`src/grld_pkg.sv`:
```
package grld_pkg;

   localparam int unsigned HeaderLen  = 8;
   localparam int unsigned HdrCntW    = $clog2(HeaderLen + 1);
   localparam int unsigned QueueDepth = 4;
   localparam int unsigned QueuePtrW  = $clog2(QueueDepth);
   localparam int unsigned QueueCntW  = $clog2(QueueDepth + 1);
   localparam int unsigned RspDataW   = 88;

   typedef enum logic [2:0] {
      ST_OK           = 3'd0,
      ST_SHORT_HEADER = 3'd1,
      ST_ZERO_SIZE    = 3'd2,
      ST_ZERO_RUN     = 3'd3,
      ST_SHORTFALL    = 3'd4
   } status_type;

   typedef enum logic {
      KIND_RUN    = 1'b0,
      KIND_STATUS = 1'b1
   } kind_type;

   // one queued request outcome: an optional run, then an optional status
   typedef struct packed {
      logic        has_run;
      logic [7:0]  pixel_value;
      logic [7:0]  run_count;
      logic        has_status;
      status_type  status_code;
      logic [31:0] image_width;
      logic [31:0] image_height;
   } entry_type;

endpackage

```
`src/grld_front.sv`:
```
module grld_front (
   input  logic                clock,
   input  logic                reset,
   input  logic                req_tvalid,
   output logic                req_tready,
   input  logic [7:0]          req_tdata,
   input  logic                req_tlast,
   input  logic                queue_full,
   output logic                push,
   output grld_pkg::entry_type push_entry
);

   logic [grld_pkg::HdrCntW-1:0] hdr_cnt_ff, hdr_cnt_in;
   logic [31:0]                  width_ff, width_in;
   logic [31:0]                  height_ff, height_in;
   logic [63:0]                  rem_ff, rem_in;
   logic                         mul_pend_ff, mul_pend_in;
   logic                         phase_ff, phase_in;
   logic [7:0]                   held_ff, held_in;
   grld_pkg::status_type         err_ff, err_in;

   logic        accept;
   logic        hdr_done;
   logic        hdr_last;
   logic        rem_nz;
   logic [2:0]  idx;
   logic [31:0] height_full;
   logic [63:0] product;
   logic [7:0]  cnt;

   assign req_tready  = !queue_full;
   assign accept      = req_tvalid && req_tready;
   assign hdr_done    = (hdr_cnt_ff == grld_pkg::HdrCntW'(grld_pkg::HeaderLen));
   assign idx         = hdr_cnt_ff[2:0];
   assign height_full = {req_tdata, height_ff[23:0]};
   assign product     = width_ff * height_ff;
   // remaining count loads in the cycle after the header; treat as nonzero meanwhile
   assign rem_nz      = mul_pend_ff || (rem_ff != 64'd0);

   always_comb begin
      hdr_cnt_in  = hdr_cnt_ff;
      width_in    = width_ff;
      height_in   = height_ff;
      rem_in      = rem_ff;
      mul_pend_in = mul_pend_ff;
      phase_in    = phase_ff;
      held_in     = held_ff;
      err_in      = err_ff;
      hdr_last    = 1'b0;
      cnt         = 8'd0;
      push_entry  = '0;

      if (mul_pend_ff) begin
         rem_in      = product;
         mul_pend_in = 1'b0;
      end

      if (accept) begin
         if (!hdr_done) begin
            if (!idx[2]) begin
               width_in[{idx[1:0], 3'b000} +: 8] = req_tdata;
            end else begin
               height_in[{idx[1:0], 3'b000} +: 8] = req_tdata;
            end
            hdr_cnt_in = hdr_cnt_ff + 1'b1;
            if (idx == 3'd7) begin
               hdr_last = 1'b1;
               if ((width_ff == 32'd0) || (height_full == 32'd0)) begin
                  err_in = grld_pkg::ST_ZERO_SIZE;
               end else begin
                  mul_pend_in = 1'b1;
               end
            end
         end else if ((err_ff == grld_pkg::ST_OK) && rem_nz) begin
            if (!phase_ff) begin
               held_in  = req_tdata;
               phase_in = 1'b1;
            end else begin
               phase_in = 1'b0;
               if (req_tdata == 8'd0) begin
                  err_in = grld_pkg::ST_ZERO_RUN;
               end else begin
                  // clamp to pixels still missing
                  if ((rem_ff[63:8] == 56'd0) && (rem_ff[7:0] < req_tdata)) begin
                     cnt = rem_ff[7:0];
                  end else begin
                     cnt = req_tdata;
                  end
                  rem_in                 = rem_ff - {56'd0, cnt};
                  push_entry.has_run     = 1'b1;
                  push_entry.pixel_value = held_ff;
                  push_entry.run_count   = cnt;
               end
            end
         end

         if (req_tlast) begin
            push_entry.has_status = 1'b1;
            if (!hdr_done && !hdr_last) begin
               push_entry.status_code = grld_pkg::ST_SHORT_HEADER;
            end else if (err_in != grld_pkg::ST_OK) begin
               push_entry.status_code = err_in;
            end else if (hdr_last || (rem_in != 64'd0)) begin
               push_entry.status_code = grld_pkg::ST_SHORTFALL;
            end else begin
               push_entry.status_code  = grld_pkg::ST_OK;
               push_entry.image_width  = width_ff;
               push_entry.image_height = height_ff;
            end
            // start over for the next stream
            hdr_cnt_in  = '0;
            width_in    = 32'd0;
            height_in   = 32'd0;
            rem_in      = 64'd0;
            mul_pend_in = 1'b0;
            phase_in    = 1'b0;
            held_in     = 8'd0;
            err_in      = grld_pkg::ST_OK;
         end
      end

      push = accept && (push_entry.has_run || push_entry.has_status);
   end

   always_ff @(posedge clock) begin
      if (reset) begin
         hdr_cnt_ff  <= '0;
         width_ff    <= 32'd0;
         height_ff   <= 32'd0;
         rem_ff      <= 64'd0;
         mul_pend_ff <= 1'b0;
         phase_ff    <= 1'b0;
         held_ff     <= 8'd0;
         err_ff      <= grld_pkg::ST_OK;
      end else begin
         hdr_cnt_ff  <= hdr_cnt_in;
         width_ff    <= width_in;
         height_ff   <= height_in;
         rem_ff      <= rem_in;
         mul_pend_ff <= mul_pend_in;
         phase_ff    <= phase_in;
         held_ff     <= held_in;
         err_ff      <= err_in;
      end
   end

`ifndef NO_ASSERTIONS
   a_err_after_header: assert property (@(posedge clock) disable iff (reset)
      (err_ff != grld_pkg::ST_OK) |->
      (hdr_cnt_ff == grld_pkg::HdrCntW'(grld_pkg::HeaderLen)))
      else $error("error latched before header complete");

   a_run_nonzero: assert property (@(posedge clock) disable iff (reset)
      (push && push_entry.has_run) |-> (push_entry.run_count != 8'd0))
      else $error("zero-length run queued");
`endif

endmodule

```
`src/grld_queue.sv`:
```
module grld_queue (
   input  logic                clock,
   input  logic                reset,
   input  logic                push,
   input  grld_pkg::entry_type push_entry,
   input  logic                pop,
   output grld_pkg::entry_type head,
   output logic                head_valid,
   output logic                full
);

   grld_pkg::entry_type            mem_ff [grld_pkg::QueueDepth];
   logic [grld_pkg::QueuePtrW-1:0] wr_ptr_ff, wr_ptr_in;
   logic [grld_pkg::QueuePtrW-1:0] rd_ptr_ff, rd_ptr_in;
   logic [grld_pkg::QueueCntW-1:0] count_ff, count_in;

   assign head       = mem_ff[rd_ptr_ff];
   assign head_valid = (count_ff != '0);
   assign full       = (count_ff == grld_pkg::QueueCntW'(grld_pkg::QueueDepth));

   always_comb begin
      wr_ptr_in = push ? wr_ptr_ff + 1'b1 : wr_ptr_ff;
      rd_ptr_in = pop ? rd_ptr_ff + 1'b1 : rd_ptr_ff;
      case ({push, pop})
         2'b10:   count_in = count_ff + 1'b1;
         2'b01:   count_in = count_ff - 1'b1;
         default: count_in = count_ff;
      endcase
   end

   always_ff @(posedge clock) begin
      if (push) begin
         mem_ff[wr_ptr_ff] <= push_entry;
      end
   end

   always_ff @(posedge clock) begin
      if (reset) begin
         wr_ptr_ff <= '0;
         rd_ptr_ff <= '0;
         count_ff  <= '0;
      end else begin
         wr_ptr_ff <= wr_ptr_in;
         rd_ptr_ff <= rd_ptr_in;
         count_ff  <= count_in;
      end
   end

`ifndef NO_ASSERTIONS
   a_no_overflow: assert property (@(posedge clock) disable iff (reset)
      !(push && full))
      else $error("push into full queue");
`endif

endmodule

```
`src/grld_back.sv`:
```
module grld_back (
   input  logic                         clock,
   input  logic                         reset,
   input  grld_pkg::entry_type          head,
   input  logic                         head_valid,
   output logic                         pop,
   output logic                         rsp_tvalid,
   input  logic                         rsp_tready,
   output logic [grld_pkg::RspDataW-1:0] rsp_tdata,
   output logic                         rsp_tuser,
   output logic                         rsp_tlast
);

   logic                          valid_ff, valid_in;
   logic                          second_ff, second_in;
   grld_pkg::kind_type            kind_ff, kind_in;
   logic [grld_pkg::RspDataW-1:0] data_ff, data_in;
   logic                          last_ff, last_in;
   logic                          load;

   assign load = head_valid && (!valid_ff || rsp_tready);

   always_comb begin
      valid_in  = valid_ff;
      second_in = second_ff;
      kind_in   = kind_ff;
      data_in   = data_ff;
      last_in   = last_ff;
      pop       = 1'b0;

      if (valid_ff && rsp_tready) begin
         valid_in = 1'b0;
      end

      if (load) begin
         valid_in = 1'b1;
         if (head.has_run && !second_ff) begin
            kind_in = grld_pkg::KIND_RUN;
            data_in = {5'd0, 32'd0, 32'd0, 3'd0, head.run_count, head.pixel_value};
            last_in = 1'b0;
            if (head.has_status) begin
               second_in = 1'b1;
            end else begin
               pop = 1'b1;
            end
         end else begin
            kind_in   = grld_pkg::KIND_STATUS;
            data_in   = {5'd0, head.image_height, head.image_width, head.status_code,
                         8'd0, 8'd0};
            last_in   = 1'b1;
            second_in = 1'b0;
            pop       = 1'b1;
         end
      end
   end

   always_ff @(posedge clock) begin
      if (reset) begin
         valid_ff  <= 1'b0;
         second_ff <= 1'b0;
         kind_ff   <= grld_pkg::KIND_RUN;
         last_ff   <= 1'b0;
      end else begin
         valid_ff  <= valid_in;
         second_ff <= second_in;
         kind_ff   <= kind_in;
         last_ff   <= last_in;
      end
      data_ff <= data_in;
   end

   assign rsp_tvalid = valid_ff;
   assign rsp_tdata  = data_ff;
   assign rsp_tuser  = kind_ff;
   assign rsp_tlast  = last_ff;

`ifndef NO_ASSERTIONS
   a_last_is_status: assert property (@(posedge clock) disable iff (reset)
      rsp_tvalid |-> (rsp_tlast == rsp_tuser))
      else $error("final flag and result kind disagree");
`endif

endmodule

```
`src/gray_run_length_decoder.sv`:
```
// Path: an accepted request is written to a queue entry, then loaded into the output
//   register; a last byte that also closes a run yields two results back to back.
// Throughput: one request per cycle while the queue is not full; results leave the
//   output register at one per cycle while rsp_tready is high, the run before the status.
// Reset: synchronous, active high; clears the parser state, the 4-entry queue and
//   the output register. The request carrying tlast also returns the parser to reset.
module gray_run_length_decoder (
   input  logic        clock,
   input  logic        reset,
   // request channel
   input  logic        req_tvalid,
   output logic        req_tready,
   input  logic [7:0]  req_tdata,   // [7:0] code_byte
   input  logic        req_tlast,   // end_of_stream
   // result channel
   output logic        rsp_tvalid,
   input  logic        rsp_tready,
   output logic [87:0] rsp_tdata,   // [7:0] pixel_value, [15:8] run_count,
                                    // [18:16] status_code, [50:19] image_width,
                                    // [82:51] image_height, [87:83] zero
   output logic        rsp_tuser,   // result_kind: 0 run, 1 status
   output logic        rsp_tlast    // final_item
);

   // Front parses the byte stream: header assembly, pairing, run clamping and
   // error tracking. Its outcome per request (run and/or status) goes into a
   // small queue, so the parser keeps taking a byte every cycle until the queue
   // fills while the back end waits on rsp_tready.
   logic                queue_full;
   logic                push;
   grld_pkg::entry_type push_entry;

   // Back end unpacks each queued outcome into one or two result beats.
   grld_pkg::entry_type head;
   logic                head_valid;
   logic                pop;

   grld_front u_front (
      .clock      (clock),
      .reset      (reset),
      .req_tvalid (req_tvalid),
      .req_tready (req_tready),
      .req_tdata  (req_tdata),
      .req_tlast  (req_tlast),
      .queue_full (queue_full),
      .push       (push),
      .push_entry (push_entry)
   );

   grld_queue u_queue (
      .clock      (clock),
      .reset      (reset),
      .push       (push),
      .push_entry (push_entry),
      .pop        (pop),
      .head       (head),
      .head_valid (head_valid),
      .full       (queue_full)
   );

   grld_back u_back (
      .clock      (clock),
      .reset      (reset),
      .head       (head),
      .head_valid (head_valid),
      .pop        (pop),
      .rsp_tvalid (rsp_tvalid),
      .rsp_tready (rsp_tready),
      .rsp_tdata  (rsp_tdata),
      .rsp_tuser  (rsp_tuser),
      .rsp_tlast  (rsp_tlast)
   );

endmodule

```
`config.mk`:
```
export PLATFORM = sky130hd
export DESIGN_NAME = gray_run_length_decoder
export DESIGN_NICKNAME = d
export VERILOG_FILES = /design/src/grld_pkg.sv /design/src/grld_front.sv /design/src/grld_queue.sv /design/src/grld_back.sv /design/src/gray_run_length_decoder.sv
export SDC_FILE = /design/constraint.sdc
export NUM_CORES = 2
export LEC_CHECK = 0
export BUFFER_PORTS_ARGS = -buffer_cell sky130_fd_sc_hd__buf_2
export CORE_UTILIZATION = 55
export DETAILED_ROUTE_END_ITERATION = 8
export GPL_ROUTABILITY_DRIVEN = 1
export PLACE_DENSITY_LB_ADDON = 0.2
export SYNTH_ARGS = -nofsm -noshare
export SYNTH_HDL_FRONTEND = slang
export SYNTH_SLANG_ARGS = --single-unit
```
`constraint.sdc`:
```
create_clock -name clock -period 24.9 [get_ports clock]
set_input_delay 4.98 -clock clock [delete_from_list [all_inputs] [get_ports clock]]
set_output_delay 4.98 -clock clock [all_outputs]
set_load 0.03 [all_outputs]
```
## Word-level counts from Yosys, hierarchy flattened

Memory sizes are Yosys's and may differ from the RTL's. A register that Yosys moved wholly into a read port is not among the register bits.
Cells that the tools add are included.

- Register bits after elaboration: 243
- Latch bits: 0
- Memory bits (writable): 340
- ROM bits: 0
- Input bits: 13
- Output and inout port bits: 92
- Word-level logic and storage cells: 148
- Memories: 1

- Add/sub/neg operators: 7
- Multiply operators: 1
- Divide/modulo/power cells: 0
- Order comparisons: 1
- Equality and inequality tests: 9
- Shift operators: 2
- Multiplexer cells: 69
- Bitwise gates (word level): 2
- Reduce and logical (&&, ||, !) cells: 39

Memory list:

| memory | words | bits a word | rd ports | clocked after memory_dff | wr ports | RTL line | source |
|---|---|---|---|---|---|---|---|
| u_queue.mem_ff | 4 | 85 | 1 | 1 | 1 | grld_queue.sv:12 | `grld_pkg::entry_type mem_ff [grld_pkg::QueueDepth];` |

Operators with widths:

| operator | count |
|---|---|
| $mux W64 | 11 |
| $mux W32 | 6 |
| $reduce_bool A64 Y1 | 2 |
| $mux W85 | 1 |
| $mux W8 | 10 |
| $mux W17 | 4 |
| $mux W68 | 1 |
| $bwmux W32 | 2 |
| $logic_not A32 Y1 | 2 |
| $mul A32 B32 Y64 | 1 |
| $sub A64 B8 Y64 | 1 |
| $logic_not A56 Y1 | 1 |
| $mux W3 | 11 |
| $shift A8 B7 Y32 const A | 1 |
| $shiftx A8 B7 Y32 | 1 |
| $mux W1 | 18 |
| $reduce_bool A2 Y1 | 5 |
| $reduce_and A3 Y1 | 3 |
| $logic_and A1 B1 Y1 | 8 |
| $logic_not A8 Y1 | 1 |
| $lt A8 B8 Y1 | 1 |
| $mux W4 | 2 |
| $ne A2 B2 Y1 const B | 4 |
| $neg A5 Y7 | 1 |
| other kinds (18) | 32 |

## Logic depth before layout (Yosys ltp)

- Word-level depth: 25
- Gate-level depth with buffers: 33
- Mapped depth without buffers: 28

## Cells and area by module

Synthesis repeated with hierarchy kept, for this count alone.

- Cell total of the unflattened synthesis: 5919
- Area total of the unflattened synthesis: 59945.0 um2

Modules (own cells, without submodules):

| module | instances | cells each | area each (um2) | sequential area each (um2) |
|---|---|---|---|---|
| grld_front | 1 | 5231 | 43883.3 | 2902.8 |
| grld_queue | 1 | 491 | 12754.7 | 10390.0 |
| grld_back | 1 | 197 | 3306.9 | 2552.4 |

## Least setup slack after synthesis

Ideal clock, no wire load.

- Kind: input-to-reg
- From: in req_tdata[1]
- To: mem u_queue.mem_ff[0][48] in the netlist's numbering, data pin
- Setup time: 0.147 ns
- Arrival: 11.357 ns
- Data required time: 24.753 ns
- Slack: 13.396 ns
- Stages: 29
- Buffers on the path: 4
- Cells stage by stage: clkbuf_1 -> inv_1 -> ha_1 -> a21boi_0 -> o21a_1 -> o21ai_0 -> nand2b_1 -> a21oi_1 -> nor2b_1 -> o21ai_0 -> nand2b_1 -> a2111oi_2 -> mux2i_1 -> ha_1 -> clkbuf_1 -> a21o_1 -> nor2_1 -> a21o_1 -> clkbuf_1 -> nand2_1 -> or4_1 -> xor2_1 -> a21oi_1 -> or3_1 -> a2111oi_0 -> nand4_1 -> nor4_4 -> clkbuf_2 -> and2_1

RTL lines:

| element | RTL line | source |
|---|---|---|
| start: declaration | gray_run_length_decoder.sv:13 | `input logic [7:0] req_tdata,` |
| end: declaration | grld_queue.sv:12 |  |

==> impl_results.md <==
- Run status: completed
- Site row count: 118
- Avg WL per Cell: 23.0 microns
- Combinational power share: between 20% and 30%
- Antenna viol nets, final: 0
- Critical Path AT: between 10 and 15 ns
- Worst path max stage delay: 0.86 ns
- Worst slew pin tran: roughly 1.2 ns
- WHS Path Cells: 2
- Port Buf Inserts: 99
- Yosys reg bits: 580
- Iteration-0 DRC Markers: 3519
- Top_reg_cell synth: edfxtp_1
- Cell Area, Placed: 59400 sq um
- FFs w/ async S/R, synth: 0%
- Post-route setup TNS: 0 ns
- Post-CTS sizing: 0
- Initial core utilization: about 56%
- Global placement routability congestion: 0.976
- Crit end category: flip-flop
- Fin cells: 6903
- VDD IR-drop max: 118 uV
- CP required: 25.36 ns
- Largest net degree at the start of global routing: between 80 and 90
- Fillcell total: 8769
- Drt total wl: 159 mm
- CP max-delay cell: a21oi_1
- TritonRoute pass-1 iters: 6
- Internal power: between 1500 and 2000 uW
- Final setup margin: 12.91 ns
- Period utilization: between 40% and 50%
- Commonest cells in the netlist: nand2_1 (902), fa_1 (898), inv_1 (550)
- F_max: 83.4 MHz
- Startpoint type of the worst setup path: primary input
- Count leader, synth: nand2_1
- Chip height: 327 microns
- Cells after DPL: a little under 7000
- Die X: around 330 microns
- Clk slew on worst S/H paths: 0.06 ns
- Share of the synthesized area in the top cell type: roughly 31%
- Clk pwr share: 31.6%
- Ranking of synthesized cells by area: fa_1 (31%), edfxtp_1 (22%), ha_1 (6.2%), nand2_1 (5.8%), dfxtp_1 (5.4%)
- Grt ovf: 0
- Worst skew pair latency: 0.69 ns
- Final count of negative-setup-slack endpoints: 0
- Static leakage: just over 0.02 uW
- H-tree depth: 2
- Max Buffers Root-to-Sink: 3
- Post-synthesis cell count: about 5600
- Finished Cell Area: 61400 sq um
- Reg2Reg Depth: 25
- Die area: 107000 sq um
- Post CTS Setup Buffer Count: 0
- CTS Buf Count: about 60
- Post-route DRC: 0
- Via/cell ratio: 6.00
- Vias: between 40000 and 50000
- P per Cell Area: between 40 and 50 nW/um^2
- Register area share after synthesis: 27.3%
- # IOs: 105
- Final min period: roughly 12 ns
- Initial antenna violation count: 6
- Maxcap violations: 0
- Sw Pwr: 918 uW
- RSZ-0062 raised after global routing: no
- CTS tree: yes
- CTS Hold Bufs: 0
- Yosys cell types: 85
- Slew Viols, Final: 0
- Flop pwr share: 43.1%
- Leading area contributor after synthesis: fa_1
- Final HPWL DP: 117 mm
- Final hold vios: 0
- Clock skew: between 0.08 and 0.09 ns
- Most used cell, CP: nand2b_1
- Switching share of power: between 30% and 40%
- GRT Resource Usage Total: 30.6%
- Core area: 104000 sq um
- Min-Delay Path Class: reg2reg
- Crit path max fanout: 64
- Slew HR: 17.0%
- Synthesis-to-finish area growth: 5.69%
- Final nets: 6670
- Clk sinks: 580
- First-pass GRT wire length: 253 mm
- Share of post-route cells with drive strength above 1: 7.81%
- Mapped Avg Cell Area: between 10 and 15 sq um
- Pre-CTS setup slack: 12.31 ns
- Vias in the first global route: about 44000
- Root Driver: clkbuf_16
- Crit Path Category: in2reg
- Number of enable flip-flop cells after synthesis: roughly 420
- Mapped cell area: 58100 sq um
- Yosys warns: 0
==> stage by stage <==
| step | hold WS, ns | util, % | total power (uW) |
|---|---|---|---|
| 2_1_floorplan | 0.457 | - | 1770 |
| 5_1_grt | 0.473 | 59.0 | 2950 |
| 3_5_place_dp | 0.445 | 57.1 | 1970 |
| 3_3_place_gp | 0.440 | 57.1 | 1960 |
| 6_report | 0.452 | 59.0 | 2830 |
| 4_1_cts | 0.453 | 59.0 | 2860 |
==> routing by layer <==
| metal | vias to the layer above | GRT usage (%) | share of wire, % |
|---|---|---|---|
| met5 | - | 0 | 0 |
| met3 | 264 | 3.89 | 6.8 |
| met1 | 21400 | 42.3 | 42 |
| li1 | 18100 | - | - |
| met2 | 1694 | 50.6 | 48 |
| met4 | 0 | 9.57 | 3.4 |
==> final timing paths <==
kind                            slack, ns               endpoint             startpoint
worst min register to register       0.45  u_front.height_ff[20]  u_front.height_ff[20]
worst max register to register      13.90  u_queue.mem_ff[1][19]  u_front.height_ff[10]
worst max-delay path                12.91  u_queue.mem_ff[1][19]           req_tdata[1]
worst min-delay path                 0.45  u_front.height_ff[20]  u_front.height_ff[20]
==> power groups by stage <==
| stage | combinational [uW] | sequential [uW] | clock, uW |
|---|---|---|---|
| global placement | 722 | 1240 | 0 |
| CTS | 727 | 1220 | 908 |
| floorplan | 383 | 1390 | 0 |
| detailed placement | 725 | 1240 | 0 |
| global route | 773 | 1230 | 945 |
| finish | 717 | 1220 | 895 |
==> state kept, by name, indices dropped and copies added, names as in the netlist, 2 cells and up, named ones only <==
| signal | flops |
|---|---|
| u_queue.mem_ff | 340 |
| u_front.rem_ff | 64 |
| u_front.hdr_cnt_ff | 4 |
| u_queue.count_ff | 3 |
| u_front.width_ff | 32 |
| u_front.height_ff | 32 |
| u_back.rsp_tdata | 83 |
| u_queue.wr_ptr_ff | 2 |
| u_front.err_ff | 3 |
| u_front.held_ff | 8 |
| u_queue.rd_ptr_ff | 2 |
==> kinds of logic (layout without fill, tap and decap cells) <==
logic type | after synthesis | after routing | synth area share [%]
AO/OA/AOI/OAI | 609 | 609 | 6.49
adder cells (fa/ha/maj) | 1186 | 1186 | 37.2
flip-flops | 580 | 580 | 27.3
buffers and inverters | 971 | 847 | 6.35
other | 1 | 6 | 0.00646
multiplexers | 138 | 138 | 4.24
XOR/XNOR | 97 | 97 | 1.46
AND/OR/NAND/NOR | 2060 | 2060 | 17.0
==> cell type report <==
type                       count  area [sq um]  share of cell area [%]
multi-input combinational   4095         38600                    62.9
tap                         1380          1730                    2.81
timing repair buffer         185          1140                    1.86
antenna                        1          2.50                 0.00408
inverter                     550          2060                    3.36
clock inverter                34           349                   0.569
clock buffer                  78          1630                    2.66
sequential                   580         15900                    25.9
==> critical path: cells and delay by family <==
family,cells,cell delay [ns]
XOR/XNOR,1,0.19
multiplexers,1,0.36
adder cells (fa/ha/maj),3,0.92
buffers and inverters,4,1.14
AO/OA/AOI/OAI,9,2.59
AND/OR/NAND/NOR,11,2.16
==> placed cells by master (no fill, tap or decap), types with 53 or more instances in the layout <==
| cell | instances |
|---|---|
| nor2_1 | 286 |
| inv_1 | 550 |
| nand4_1 | 53 |
| ha_1 | 288 |
| dfxtp_1 | 140 |
| mux4_2 | 85 |
| xnor2_1 | 55 |
| clkbuf_16 | 60 |
| nand2_1 | 902 |
| edfxtp_1 | 423 |
| buf_4 | 87 |
| nor2b_1 | 81 |
| nand3_1 | 77 |
| o21ai_0 | 104 |
| fa_1 | 898 |
| and2_1 | 422 |
| a21oi_1 | 249 |
| buf_2 | 98 |
No activity file was read; power rests on OpenSTA's default activity.
